**src/hw/rtl/pts_pkg.sv**
```systemverilog
// ----------------------------------------------------------------------------
// pts_pkg: shared types and constants of the periodic task tick scheduler
// Opcodes, result kinds, slot record layout and sequencer states.
// ----------------------------------------------------------------------------
package pts_pkg;

    // Command opcodes
    localparam logic [1:0] OP_ADD      = 2'd0;
    localparam logic [1:0] OP_DELETE   = 2'd1;
    localparam logic [1:0] OP_TICK     = 2'd2;
    localparam logic [1:0] OP_DISPATCH = 2'd3;

    // Result kinds
    localparam logic [2:0] KIND_ADDED   = 3'd0;
    localparam logic [2:0] KIND_FULL    = 3'd1;
    localparam logic [2:0] KIND_DELETED = 3'd2;
    localparam logic [2:0] KIND_EMPTY   = 3'd3;
    localparam logic [2:0] KIND_RUN     = 3'd4;
    localparam logic [2:0] KIND_IDLE    = 3'd5;

    localparam int          TICKS_W     = 21;
    localparam int          MS_W        = 24;
    localparam logic [7:0]  PENDING_MAX = 8'hFF;
    localparam int          MAX_RESULTS = 16;
    localparam int          RUN_CNT_W   = $clog2(MAX_RESULTS + 1);

    // floor(x / 10) = (x * DIV10_MULT) >> DIV10_SHIFT, exact for x below 2**24
    localparam logic [MS_W-1:0] DIV10_MULT  = 24'hCCCCCD;
    localparam int              DIV10_SHIFT = 27;

    typedef struct packed {
        logic [7:0]         tag;
        logic [TICKS_W-1:0] countdown;
        logic [TICKS_W-1:0] period;
        logic [7:0]         pending;
    } t_slot_entry;

    typedef struct packed {
        logic        wr;
        logic        due;
        logic        free;
        t_slot_entry entry;
    } t_slot_upd;

    typedef struct packed {
        logic [2:0] kind;
        logic [3:0] slot;
        logic [7:0] tag;
        logic       last;
    } t_result;

    typedef enum logic [2:0] {
        S_IDLE,
        S_DIV_DLY,
        S_DIV_PER,
        S_FIND,
        S_SCAN,
        S_EMIT
    } t_state;

endpackage

```
**src/hw/rtl/pts_if.sv**
```systemverilog
// ----------------------------------------------------------------------------
// pts_if: command and result channels of the task scheduler
// Valid/ready channels; an item moves when valid and ready are both high.
// ----------------------------------------------------------------------------
interface pts_cmd_if;
    logic        valid;
    logic        ready;
    logic [1:0]  opcode;
    logic [7:0]  task_tag;
    logic [23:0] delay_ms;
    logic [23:0] period_ms;
    logic [3:0]  slot_index;

    modport source (output valid, opcode, task_tag, delay_ms, period_ms, slot_index,
                    input ready);
    modport sink   (input valid, opcode, task_tag, delay_ms, period_ms, slot_index,
                    output ready);
endinterface

interface pts_res_if;
    logic       valid;
    logic       ready;
    logic [2:0] result_kind;
    logic [3:0] slot;
    logic [7:0] tag_out;
    logic       last;

    modport source (output valid, result_kind, slot, tag_out, last, input ready);
    modport sink   (input valid, result_kind, slot, tag_out, last, output ready);
endinterface

```
**src/hw/rtl/pts_ram.sv**
```systemverilog
// ----------------------------------------------------------------------------
// pts_ram: generic simple dual-port RAM
// One write port, one read port with registered read data.
// ----------------------------------------------------------------------------
module pts_ram #(
    parameter int WIDTH = 8,
    parameter int DEPTH = 16
) (
    input  logic                                   i_clk,
    input  logic                                   i_wr_en,
    input  logic [(DEPTH > 1 ? $clog2(DEPTH) : 1)-1:0] i_wr_addr,
    input  logic [WIDTH-1:0]                       i_wr_data,
    input  logic                                   i_rd_en,
    input  logic [(DEPTH > 1 ? $clog2(DEPTH) : 1)-1:0] i_rd_addr,
    output logic [WIDTH-1:0]                       o_rd_data
);
    logic [WIDTH-1:0] r_mem [DEPTH];
    logic [WIDTH-1:0] r_rd_data;

    always_ff @(posedge i_clk) begin
        if (i_wr_en) begin
            r_mem[i_wr_addr] <= i_wr_data;
        end
        if (i_rd_en) begin
            r_rd_data <= r_mem[i_rd_addr];
        end
    end

    assign o_rd_data = r_rd_data;
endmodule

```
**src/hw/rtl/pts_div10.sv**
```systemverilog
// ----------------------------------------------------------------------------
// pts_div10: millisecond to tick converter
// Divides a 24-bit value by ten with a reciprocal multiply; registered result.
// ----------------------------------------------------------------------------
module pts_div10 (
    input  logic                        i_clk,
    input  logic [pts_pkg::MS_W-1:0]    i_x,
    output logic [pts_pkg::TICKS_W-1:0] o_q
);
    logic [2*pts_pkg::MS_W-1:0] w_prod;
    logic [pts_pkg::TICKS_W-1:0] r_q;

    assign w_prod = (2*pts_pkg::MS_W)'(i_x) * (2*pts_pkg::MS_W)'(pts_pkg::DIV10_MULT);

    always_ff @(posedge i_clk) begin
        r_q <= w_prod[pts_pkg::DIV10_SHIFT +: pts_pkg::TICKS_W];
    end

    assign o_q = r_q;
endmodule

```
**src/hw/rtl/pts_slot_alu.sv**
```systemverilog
// ----------------------------------------------------------------------------
// pts_slot_alu: per-slot update for tick and dispatch
// Computes the new slot record and whether the slot runs or is freed.
// ----------------------------------------------------------------------------
module pts_slot_alu (
    input  logic [1:0]           i_op,
    input  logic                 i_slot_valid,
    input  logic                 i_runs_ok,
    input  pts_pkg::t_slot_entry i_entry,
    output pts_pkg::t_slot_upd   o_upd
);
    always_comb begin
        o_upd       = '0;
        o_upd.entry = i_entry;
        if (i_op == pts_pkg::OP_TICK) begin
            o_upd.wr = i_slot_valid;
            if (i_entry.countdown != '0) begin
                o_upd.entry.countdown = i_entry.countdown - 1'b1;
            end else begin
                o_upd.entry.countdown = i_entry.period;
                if (i_entry.pending != pts_pkg::PENDING_MAX) begin
                    o_upd.entry.pending = i_entry.pending + 1'b1;
                end
            end
        end else begin
            o_upd.due = i_slot_valid && (i_entry.pending != '0) && i_runs_ok;
            o_upd.wr  = o_upd.due;
            // one-shot tasks leave the table once they run
            o_upd.free = o_upd.due && (i_entry.period == '0);
            o_upd.entry.pending = i_entry.pending - 1'b1;
        end
    end
endmodule

```
**src/hw/rtl/periodic_task_tick_scheduler_top.sv**
```systemverilog
// ----------------------------------------------------------------------------
// periodic_task_tick_scheduler_top: cooperative time-triggered task scheduler
// Slot table with add, delete, tick and dispatch commands.
// ----------------------------------------------------------------------------
// The block takes one command at a time and drops ready until it is done with
// it: until its last result is loaded into the output register, or for a tick,
// which gives no result, until the table walk ends. A delete is decided in the
// accept cycle. An add runs the delay and then the period through the shared
// divide-by-ten multiplier and then searches upward from slot 0 for the lowest
// free slot. Tick and dispatch walk the slot records, which live in one RAM
// with registered read, one slot per cycle; a dispatch pauses the walk while a
// run item waits on the consumer, and every final result waits for the output
// register to be free. Valid bits are flip-flops cleared by reset, so no
// clearing pass is needed.
module periodic_task_tick_scheduler_top #(
    parameter int NUM_SLOTS = 16
) (
    input logic       i_clk,
    input logic       i_rst_n,
    pts_cmd_if.sink   i_cmd,
    pts_res_if.source o_res
);
    localparam int IW = (NUM_SLOTS > 1) ? $clog2(NUM_SLOTS) : 1;
    localparam int CW = $clog2(NUM_SLOTS + 1);
    localparam int EW = $bits(pts_pkg::t_slot_entry);

    pts_pkg::t_state  r_state, n_state;
    logic [1:0]       r_op, n_op;
    logic [7:0]       r_tag, n_tag;
    logic [23:0]      r_dly, n_dly;
    logic [23:0]      r_per, n_per;
    logic [NUM_SLOTS-1:0] r_valid, n_valid;
    logic [pts_pkg::TICKS_W-1:0] r_dly_ticks, n_dly_ticks;
    logic [IW-1:0]    r_idx, n_idx;
    logic [CW-1:0]    r_rd_idx, n_rd_idx;
    logic             r_p_vld, n_p_vld;
    logic [IW-1:0]    r_p_idx, n_p_idx;
    logic             r_have, n_have;
    logic [3:0]       r_hold_slot, n_hold_slot;
    logic [7:0]       r_hold_tag, n_hold_tag;
    logic [pts_pkg::RUN_CNT_W-1:0] r_nrun, n_nrun;
    pts_pkg::t_result r_res, n_res;
    logic             r_out_vld, n_out_vld;
    pts_pkg::t_result r_out, n_out;

    logic             ram_we;
    logic [IW-1:0]    ram_waddr;
    logic [EW-1:0]    ram_wdata;
    logic             ram_re;
    logic [EW-1:0]    ram_rdata;
    logic [23:0]      w_div_x;
    logic [pts_pkg::TICKS_W-1:0] w_q;
    pts_pkg::t_slot_entry w_entry;
    pts_pkg::t_slot_entry w_new_entry;
    pts_pkg::t_slot_upd   w_upd;
    logic             w_out_free;
    logic             w_issue;
    logic             w_stall;
    logic             w_del_hit;
    logic [IW-1:0]    w_del_idx;

    pts_ram #(.WIDTH(EW), .DEPTH(NUM_SLOTS)) u_ram (
        .i_clk     (i_clk),
        .i_wr_en   (ram_we),
        .i_wr_addr (ram_waddr),
        .i_wr_data (ram_wdata),
        .i_rd_en   (ram_re),
        .i_rd_addr (r_rd_idx[IW-1:0]),
        .o_rd_data (ram_rdata)
    );

    assign w_div_x = (r_state == pts_pkg::S_DIV_DLY) ? r_dly : r_per;

    pts_div10 u_div10 (
        .i_clk (i_clk),
        .i_x   (w_div_x),
        .o_q   (w_q)
    );

    assign w_entry = pts_pkg::t_slot_entry'(ram_rdata);

    pts_slot_alu u_alu (
        .i_op         (r_op),
        .i_slot_valid (r_valid[r_p_idx]),
        .i_runs_ok    (r_nrun < pts_pkg::RUN_CNT_W'(pts_pkg::MAX_RESULTS)),
        .i_entry      (w_entry),
        .o_upd        (w_upd)
    );

    assign w_out_free = !r_out_vld || o_res.ready;
    assign w_issue    = r_rd_idx < CW'(NUM_SLOTS);
    assign w_stall    = r_p_vld && w_upd.due && r_have && !w_out_free;
    assign w_del_idx  = IW'(i_cmd.slot_index);
    assign w_del_hit  = (32'(i_cmd.slot_index) < 32'(NUM_SLOTS)) && r_valid[w_del_idx];

    always_comb begin
        w_new_entry.tag       = r_tag;
        w_new_entry.countdown = r_dly_ticks;
        w_new_entry.period    = w_q;
        w_new_entry.pending   = '0;
    end

    always_comb begin
        n_state     = r_state;
        n_op        = r_op;
        n_tag       = r_tag;
        n_dly       = r_dly;
        n_per       = r_per;
        n_valid     = r_valid;
        n_dly_ticks = r_dly_ticks;
        n_idx       = r_idx;
        n_rd_idx    = r_rd_idx;
        n_p_vld     = r_p_vld;
        n_p_idx     = r_p_idx;
        n_have      = r_have;
        n_hold_slot = r_hold_slot;
        n_hold_tag  = r_hold_tag;
        n_nrun      = r_nrun;
        n_res       = r_res;
        n_out_vld   = r_out_vld && !o_res.ready;
        n_out       = r_out;
        ram_we      = 1'b0;
        ram_waddr   = r_p_idx;
        ram_wdata   = w_upd.entry;
        ram_re      = 1'b0;

        case (r_state)
            pts_pkg::S_IDLE: begin
                if (i_cmd.valid) begin
                    n_op     = i_cmd.opcode;
                    n_tag    = i_cmd.task_tag;
                    n_dly    = i_cmd.delay_ms;
                    n_per    = i_cmd.period_ms;
                    n_have   = 1'b0;
                    n_nrun   = '0;
                    n_rd_idx = '0;
                    n_p_vld  = 1'b0;
                    case (i_cmd.opcode)
                        pts_pkg::OP_ADD: begin
                            n_state = pts_pkg::S_DIV_DLY;
                        end
                        pts_pkg::OP_DELETE: begin
                            n_res.slot = i_cmd.slot_index;
                            n_res.tag  = '0;
                            n_res.last = 1'b1;
                            if (w_del_hit) begin
                                n_valid[w_del_idx] = 1'b0;
                                n_res.kind = pts_pkg::KIND_DELETED;
                            end else begin
                                n_res.kind = pts_pkg::KIND_EMPTY;
                            end
                            n_state = pts_pkg::S_EMIT;
                        end
                        default: begin
                            n_state = pts_pkg::S_SCAN;
                        end
                    endcase
                end
            end

            pts_pkg::S_DIV_DLY: begin
                n_state = pts_pkg::S_DIV_PER;
            end

            pts_pkg::S_DIV_PER: begin
                // divider output now holds the delay in ticks
                n_dly_ticks = w_q;
                n_idx       = '0;
                n_state     = pts_pkg::S_FIND;
            end

            pts_pkg::S_FIND: begin
                n_res.tag  = '0;
                n_res.last = 1'b1;
                if (!r_valid[r_idx]) begin
                    ram_we         = 1'b1;
                    ram_waddr      = r_idx;
                    ram_wdata      = w_new_entry;
                    n_valid[r_idx] = 1'b1;
                    n_res.kind     = pts_pkg::KIND_ADDED;
                    n_res.slot     = 4'(r_idx);
                    n_state        = pts_pkg::S_EMIT;
                end else if (r_idx == IW'(NUM_SLOTS - 1)) begin
                    n_res.kind = pts_pkg::KIND_FULL;
                    n_res.slot = '0;
                    n_state    = pts_pkg::S_EMIT;
                end else begin
                    n_idx = r_idx + 1'b1;
                end
            end

            pts_pkg::S_SCAN: begin
                if (!w_stall) begin
                    if (r_p_vld) begin
                        ram_we = w_upd.wr;
                        if (w_upd.free) begin
                            n_valid[r_p_idx] = 1'b0;
                        end
                        if (w_upd.due) begin
                            // release the previously held run, hold this one
                            if (r_have) begin
                                n_out_vld = 1'b1;
                                n_out     = '{kind: pts_pkg::KIND_RUN, slot: r_hold_slot,
                                              tag: r_hold_tag, last: 1'b0};
                            end
                            n_have      = 1'b1;
                            n_hold_slot = 4'(r_p_idx);
                            n_hold_tag  = w_entry.tag;
                            n_nrun      = r_nrun + 1'b1;
                        end
                    end
                    if (w_issue) begin
                        ram_re   = 1'b1;
                        n_rd_idx = r_rd_idx + 1'b1;
                        n_p_vld  = 1'b1;
                        n_p_idx  = r_rd_idx[IW-1:0];
                    end else begin
                        n_p_vld = 1'b0;
                    end
                    if (!w_issue && !r_p_vld) begin
                        if (r_op == pts_pkg::OP_TICK) begin
                            n_state = pts_pkg::S_IDLE;
                        end else begin
                            if (r_have) begin
                                n_res = '{kind: pts_pkg::KIND_RUN, slot: r_hold_slot,
                                          tag: r_hold_tag, last: 1'b1};
                            end else begin
                                n_res = '{kind: pts_pkg::KIND_IDLE, slot: 4'd0,
                                          tag: 8'd0, last: 1'b1};
                            end
                            n_state = pts_pkg::S_EMIT;
                        end
                    end
                end
            end

            pts_pkg::S_EMIT: begin
                if (w_out_free) begin
                    n_out_vld = 1'b1;
                    n_out     = r_res;
                    n_state   = pts_pkg::S_IDLE;
                end
            end

            default: begin
                n_state = pts_pkg::S_IDLE;
            end
        endcase
    end

    always_ff @(posedge i_clk) begin
        if (!i_rst_n) begin
            r_state   <= pts_pkg::S_IDLE;
            r_valid   <= '0;
            r_p_vld   <= 1'b0;
            r_have    <= 1'b0;
            r_nrun    <= '0;
            r_rd_idx  <= '0;
            r_idx     <= '0;
            r_out_vld <= 1'b0;
        end else begin
            r_state   <= n_state;
            r_valid   <= n_valid;
            r_p_vld   <= n_p_vld;
            r_have    <= n_have;
            r_nrun    <= n_nrun;
            r_rd_idx  <= n_rd_idx;
            r_idx     <= n_idx;
            r_out_vld <= n_out_vld;
        end
    end

    always_ff @(posedge i_clk) begin
        r_op        <= n_op;
        r_tag       <= n_tag;
        r_dly       <= n_dly;
        r_per       <= n_per;
        r_dly_ticks <= n_dly_ticks;
        r_p_idx     <= n_p_idx;
        r_hold_slot <= n_hold_slot;
        r_hold_tag  <= n_hold_tag;
        r_res       <= n_res;
        r_out       <= n_out;
    end

    assign i_cmd.ready       = (r_state == pts_pkg::S_IDLE);
    assign o_res.valid       = r_out_vld;
    assign o_res.result_kind = r_out.kind;
    assign o_res.slot        = r_out.slot;
    assign o_res.tag_out     = r_out.tag;
    assign o_res.last        = r_out.last;
endmodule

```
**src/flat_wrapper.sv**
```systemverilog
// flat-port wrapper written by rule: the top's interface ports become plain ports
module periodic_task_tick_scheduler_top_flat 
#(
    parameter int NUM_SLOTS = 16
)
  (i_clk, i_rst_n, i_cmd_valid, i_cmd_opcode, i_cmd_task_tag, i_cmd_delay_ms, i_cmd_period_ms, i_cmd_slot_index, i_cmd_ready, o_res_valid, o_res_result_kind, o_res_slot, o_res_tag_out, o_res_last, o_res_ready);
  pts_cmd_if i_cmd_i ();
  pts_res_if o_res_i ();
  input logic i_clk;
  input logic i_rst_n;
  input wire logic [$bits(i_cmd_i.valid)-1:0] i_cmd_valid;
  input wire logic [$bits(i_cmd_i.opcode)-1:0] i_cmd_opcode;
  input wire logic [$bits(i_cmd_i.task_tag)-1:0] i_cmd_task_tag;
  input wire logic [$bits(i_cmd_i.delay_ms)-1:0] i_cmd_delay_ms;
  input wire logic [$bits(i_cmd_i.period_ms)-1:0] i_cmd_period_ms;
  input wire logic [$bits(i_cmd_i.slot_index)-1:0] i_cmd_slot_index;
  output wire logic [$bits(i_cmd_i.ready)-1:0] i_cmd_ready;
  output wire logic [$bits(o_res_i.valid)-1:0] o_res_valid;
  output wire logic [$bits(o_res_i.result_kind)-1:0] o_res_result_kind;
  output wire logic [$bits(o_res_i.slot)-1:0] o_res_slot;
  output wire logic [$bits(o_res_i.tag_out)-1:0] o_res_tag_out;
  output wire logic [$bits(o_res_i.last)-1:0] o_res_last;
  input wire logic [$bits(o_res_i.ready)-1:0] o_res_ready;
  assign i_cmd_i.valid = i_cmd_valid;
  assign i_cmd_i.opcode = i_cmd_opcode;
  assign i_cmd_i.task_tag = i_cmd_task_tag;
  assign i_cmd_i.delay_ms = i_cmd_delay_ms;
  assign i_cmd_i.period_ms = i_cmd_period_ms;
  assign i_cmd_i.slot_index = i_cmd_slot_index;
  assign i_cmd_ready = i_cmd_i.ready;
  assign o_res_valid = o_res_i.valid;
  assign o_res_result_kind = o_res_i.result_kind;
  assign o_res_slot = o_res_i.slot;
  assign o_res_tag_out = o_res_i.tag_out;
  assign o_res_last = o_res_i.last;
  assign o_res_i.ready = o_res_ready;
  periodic_task_tick_scheduler_top #(.NUM_SLOTS(NUM_SLOTS)) u_core (.i_clk(i_clk), .i_rst_n(i_rst_n), .i_cmd(i_cmd_i), .o_res(o_res_i));
endmodule
```
**config.mk**
```make
export PLATFORM = sky130hd
export DESIGN_NAME = periodic_task_tick_scheduler_top_flat
export DESIGN_NICKNAME = d
export VERILOG_FILES = /design/src/hw/rtl/pts_pkg.sv /design/src/hw/rtl/pts_if.sv /design/src/hw/rtl/pts_ram.sv /design/src/hw/rtl/pts_div10.sv /design/src/hw/rtl/pts_slot_alu.sv /design/src/hw/rtl/periodic_task_tick_scheduler_top.sv /design/src/flat_wrapper.sv
export SDC_FILE = /design/constraint.sdc
export NUM_CORES = 2
export LEC_CHECK = 0
export BUFFER_PORTS_ARGS = -buffer_cell sky130_fd_sc_hd__buf_2
export CAP_MARGIN = 15
export CORE_ASPECT_RATIO = 0.75
export CORE_UTILIZATION = 55
export CTS_BUF_LIST = sky130_fd_sc_hd__clkbuf_4
export CTS_CLUSTER_SIZE = 16
export DETAILED_ROUTE_END_ITERATION = 12
export GPL_TIMING_DRIVEN = 0
export PLACE_DENSITY = 0.71
export SLEW_MARGIN = 20
export SYNTH_ARGS = -nofsm -noshare
export SYNTH_HDL_FRONTEND = slang
export SYNTH_HIERARCHICAL = 1
export SYNTH_SLANG_ARGS = --single-unit
```
**constraint.sdc**
```tcl
create_clock -name i_clk -period 9.3 [get_ports i_clk]
set_input_delay 0.465 -clock i_clk [delete_from_list [all_inputs] [get_ports i_clk]]
set_output_delay 0.465 -clock i_clk [all_outputs]
set_load 0.02 [all_outputs]
```
==> out/results.ini <==
[route]
dr.pass1.iters=6
antenna_left=0
drt_iter0_drc=3994
wl_um=141000
drcViolationCount=0
dr_total_vias=33500
vias_per_cell=6.02
wl_per_cell_um=25.3

[worst_setup_path]
rrSetupSlack_ns=0.56
cp_max_fo=10
critPathLaunch=u_core/r_state[2]
crit_slowest_cell=nor3_1
reg2reg_depth=23
cpMostUsedCell=fa_1
arrival_ns=9.77
cp.required_ns=10.32
crit_type=flip-flop to flip-flop
start_kind=flip-flop
end_kind=flip-flop
cp_cell_sequence=clkbuf_1 > nor3b_2 > buf_4 > buf_2 > mux2_2 > ha_1 > fa_1 > inv_1 > fa_1 > fa_1 > inv_1 > fa_1 > fa_1 > inv_1 > fa_1 > inv_1 > ha_1 > nand4_1 > nor4_1 > a2111oi_2 > nor3_1 > a21boi_1 > xnor2_1
r2r-end=u_core/u_div10/o_q[15]
endpoint=u_core/u_div10/o_q[15]
cpPeakStageDelay_ns=0.82
reg2reg_from=u_core/r_state[2]

[timing]
period_share=0.940
slew_violations=0
worst_pin_slew_ns=1.14
setup_viol=0
hold_viol=0
fmax_mhz=114
fin_crit_ns=8.74
slew_headroom=0.239
tns_ns=0
rsz0062_at_grt=no
finClkSkew_ns=0.118

[job]
drv_cap=0

[yosys]
synth-seq-cells=1169
synthCells=3456
async_reset_ff_frac=0
yosys_warnings=6
synth_area_um2=56800
synth_fa_ha_area_frac=0.135
yosys.area_share.simple=0.0432
synth_compound_area_frac=0.0493
synth_seq_area_share=0.608
ys_types=88
synth_edf_count=1112
synth_ff_type=edfxtp_1
syn_nets=4007
syn_avg_cell_area_um2=16.4
synth_top_family_by_area=adder cells
muxShareOfSynthArea=0.115
synth-xor-area-share=0.00679

[floorplanning]
coreArea_um2=102000
start_util=0.558
dieWidth_um=373
pin_count=84
die_area_um2=105000
die_y_um=280
std_cell_rows=101

[min_path]
min_path_type=input port to flip-flop

[clocking]
cts.clk_slew.worst_paths_ns=0.08
cts_setup_buffers=0
clockBufferDepth=4
insertion_delay_ns=1.21
clock-sinks=1169
cts_root_buf=clkbuf_4
cts_tree=yes
h-tree-depth=5
numCtsBuffers=293

[placement]
placed_area_um2=60300
portBuffers=82
place.detailed.hpwl_um=98100
routabilityCongestion=0.949

[grt]
grt_max_degree=52
grt_pass1_vias=33700
grt_pass1_wl_um=211000
gr-usage-all-layers=0.274
antenna_found_initial=3
overflow=0

[finish]
most-common-layout-cells=edfxtp_1 (1112), clkbuf_4 (414), inv_1 (377), ha_1 (274), mux4_2 (245)
final_nets=4588
layout_commonest_cell=edfxtp_1
utilization=0.638
fin_area_um2=64900
fillers=7178
layout-area-overhead-vs-synth_pct=14.4
drive_gt1_frac=0.248

[status]
status=finished, final reports clean

[synthesized netlist by cell type (all sizes together), types with 6 or more instances]
cell type / number / share of area
buf: 98 / 0.013
dfxtp: 57 / 0.020
mux2: 80 / 0.017
mux2i: 6 / 0.0011
a21o: 23 / 0.0030
fa: 211 / 0.074
nor3: 29 / 0.0026
nand3: 43 / 0.0039
a221oi: 7 / 0.0012
nand4: 23 / 0.0025
a22oi: 120 / 0.016
edfxtp: 1112 / 0.59
o21a: 8 / 0.0011
a31oi: 8 / 0.00088
o311a: 7 / 0.0014
xnor2: 18 / 0.0028
and2: 23 / 0.0025
and3: 22 / 0.0024
o22ai: 6 / 0.00066
clkbuf: 67 / 0.0044
mux4: 245 / 0.097
nand2: 168 / 0.011
o41ai: 9 / 0.0014
inv: 377 / 0.025
xor2: 26 / 0.0040
nor2b: 23 / 0.0025
nor4: 19 / 0.0021
ha: 274 / 0.060
or4: 10 / 0.0014
o21ai: 51 / 0.0045
or3: 12 / 0.0014
a21oi: 71 / 0.0065
a2bb2oi: 6 / 0.00093
o31ai: 16 / 0.0022
a211oi: 15 / 0.0023
nand2b: 20 / 0.0022
nand3b: 6 / 0.00079
nor2: 71 / 0.0047
or2: 7 / 0.00077
[flip-flops by register name, summed over array words and instances (netlist names), 2 cells and up]
signal / cells
u_core/u_ram/r_mem: 928
u_core/u_ram/o_rd_data: 58
u_core/r_dly: 24
u_core/r_per: 24
u_core/r_dly_ticks: 21
u_core/u_div10/o_q: 21
u_core/r_valid: 16
u_core/r_res: 15
u_core/o_res.tag_out: 8
u_core/r_hold_tag: 8
u_core/r_tag: 8
u_core/r_nrun: 5
u_core/r_rd_idx: 5
u_core/o_res.slot: 4
u_core/r_hold_slot: 4
u_core/r_idx: 4
u_core/r_p_idx: 4
u_core/o_res.result_kind: 3
u_core/r_state: 3
u_core/r_op: 2
[through the flow]
stage / hold slack, ns / instances / setup WS (ns)
after global routing: 0.0144 / 5572 / 0.189
final: 0.0993 / 5572 / 0.557
after CTS: 0.00128 / 5568 / 0.564
after detailed placement: 0.424 / 4958 / 0.619
after global placement: 0.422 / 4877 / -3.57
after floorplan: 0.403 / 3456 / 1.87
[cell type report]
cell class	count	area, um^2	share of cell area
timing repair buffer	286	2910	0.0447
antenna	4	10.0	0.000154
multi-input combinational	1744	20000	0.308
buffer	165	980	0.0151
sequential	1169	34500	0.532
clock buffer	414	3110	0.0479
inverter	378	1420	0.0218
tap	1339	1680	0.0258
clock inverter	73	319	0.00491
[worst max-delay path: cells and delay by family (launching register included)]
family / cells / cell delay, ns
AOI/OAI and AO/OA: 2 / 0.38
and+or+nand+nor: 4 / 1.88
muxes: 1 / 0.50
xor gates and xnor gates: 1 / 0.44
adders and majority gates: 8 / 3.96
buffers and inverters: 7 / 1.08
DFF: 1 / 0.36
[metal layers]
layer	global-route usage	routed length, um	share of wire
met5	0	0	0
met2	0.408	63800	0.45
met1	0.414	60600	0.43
met3	0.0595	14500	0.10
met4	0.0706	2000	0.014
[logic make-up after synthesis]
family	after synthesis
xor gates and xnor gates	44
DFF	1169
buffers and inverters	543
adders and majority gates	485
and+or+nand+nor	491
AOI/OAI and AO/OA	393
muxes	331
[repair_timing]
item | in CTS | in global routing
hold buffers | 123 | 0
resized for setup | 0 | 0
endpoints found under the hold margin | 114 | 0
[worst min path at each step]
stage,end,slack (ns),depth (start not counted),from
floorplan,u_core/r_dly_ticks[10],0.40,0,u_core/u_div10/o_q[10]
global placement,u_core/r_dly_ticks[8],0.42,0,u_core/u_div10/o_q[8]
detailed placement,u_core/r_dly_ticks[8],0.42,0,u_core/u_div10/o_q[8]
CTS,u_core/r_op[1],0.001,2,i_cmd_opcode[1]
global route,u_core/r_op[1],0.01,2,i_cmd_opcode[1]
finish,u_core/r_op[0],0.1,2,i_cmd_opcode[0]
Power is not shown: default switching activity piles up to over one toggle a cycle in this logic, so the estimate is an artifact.
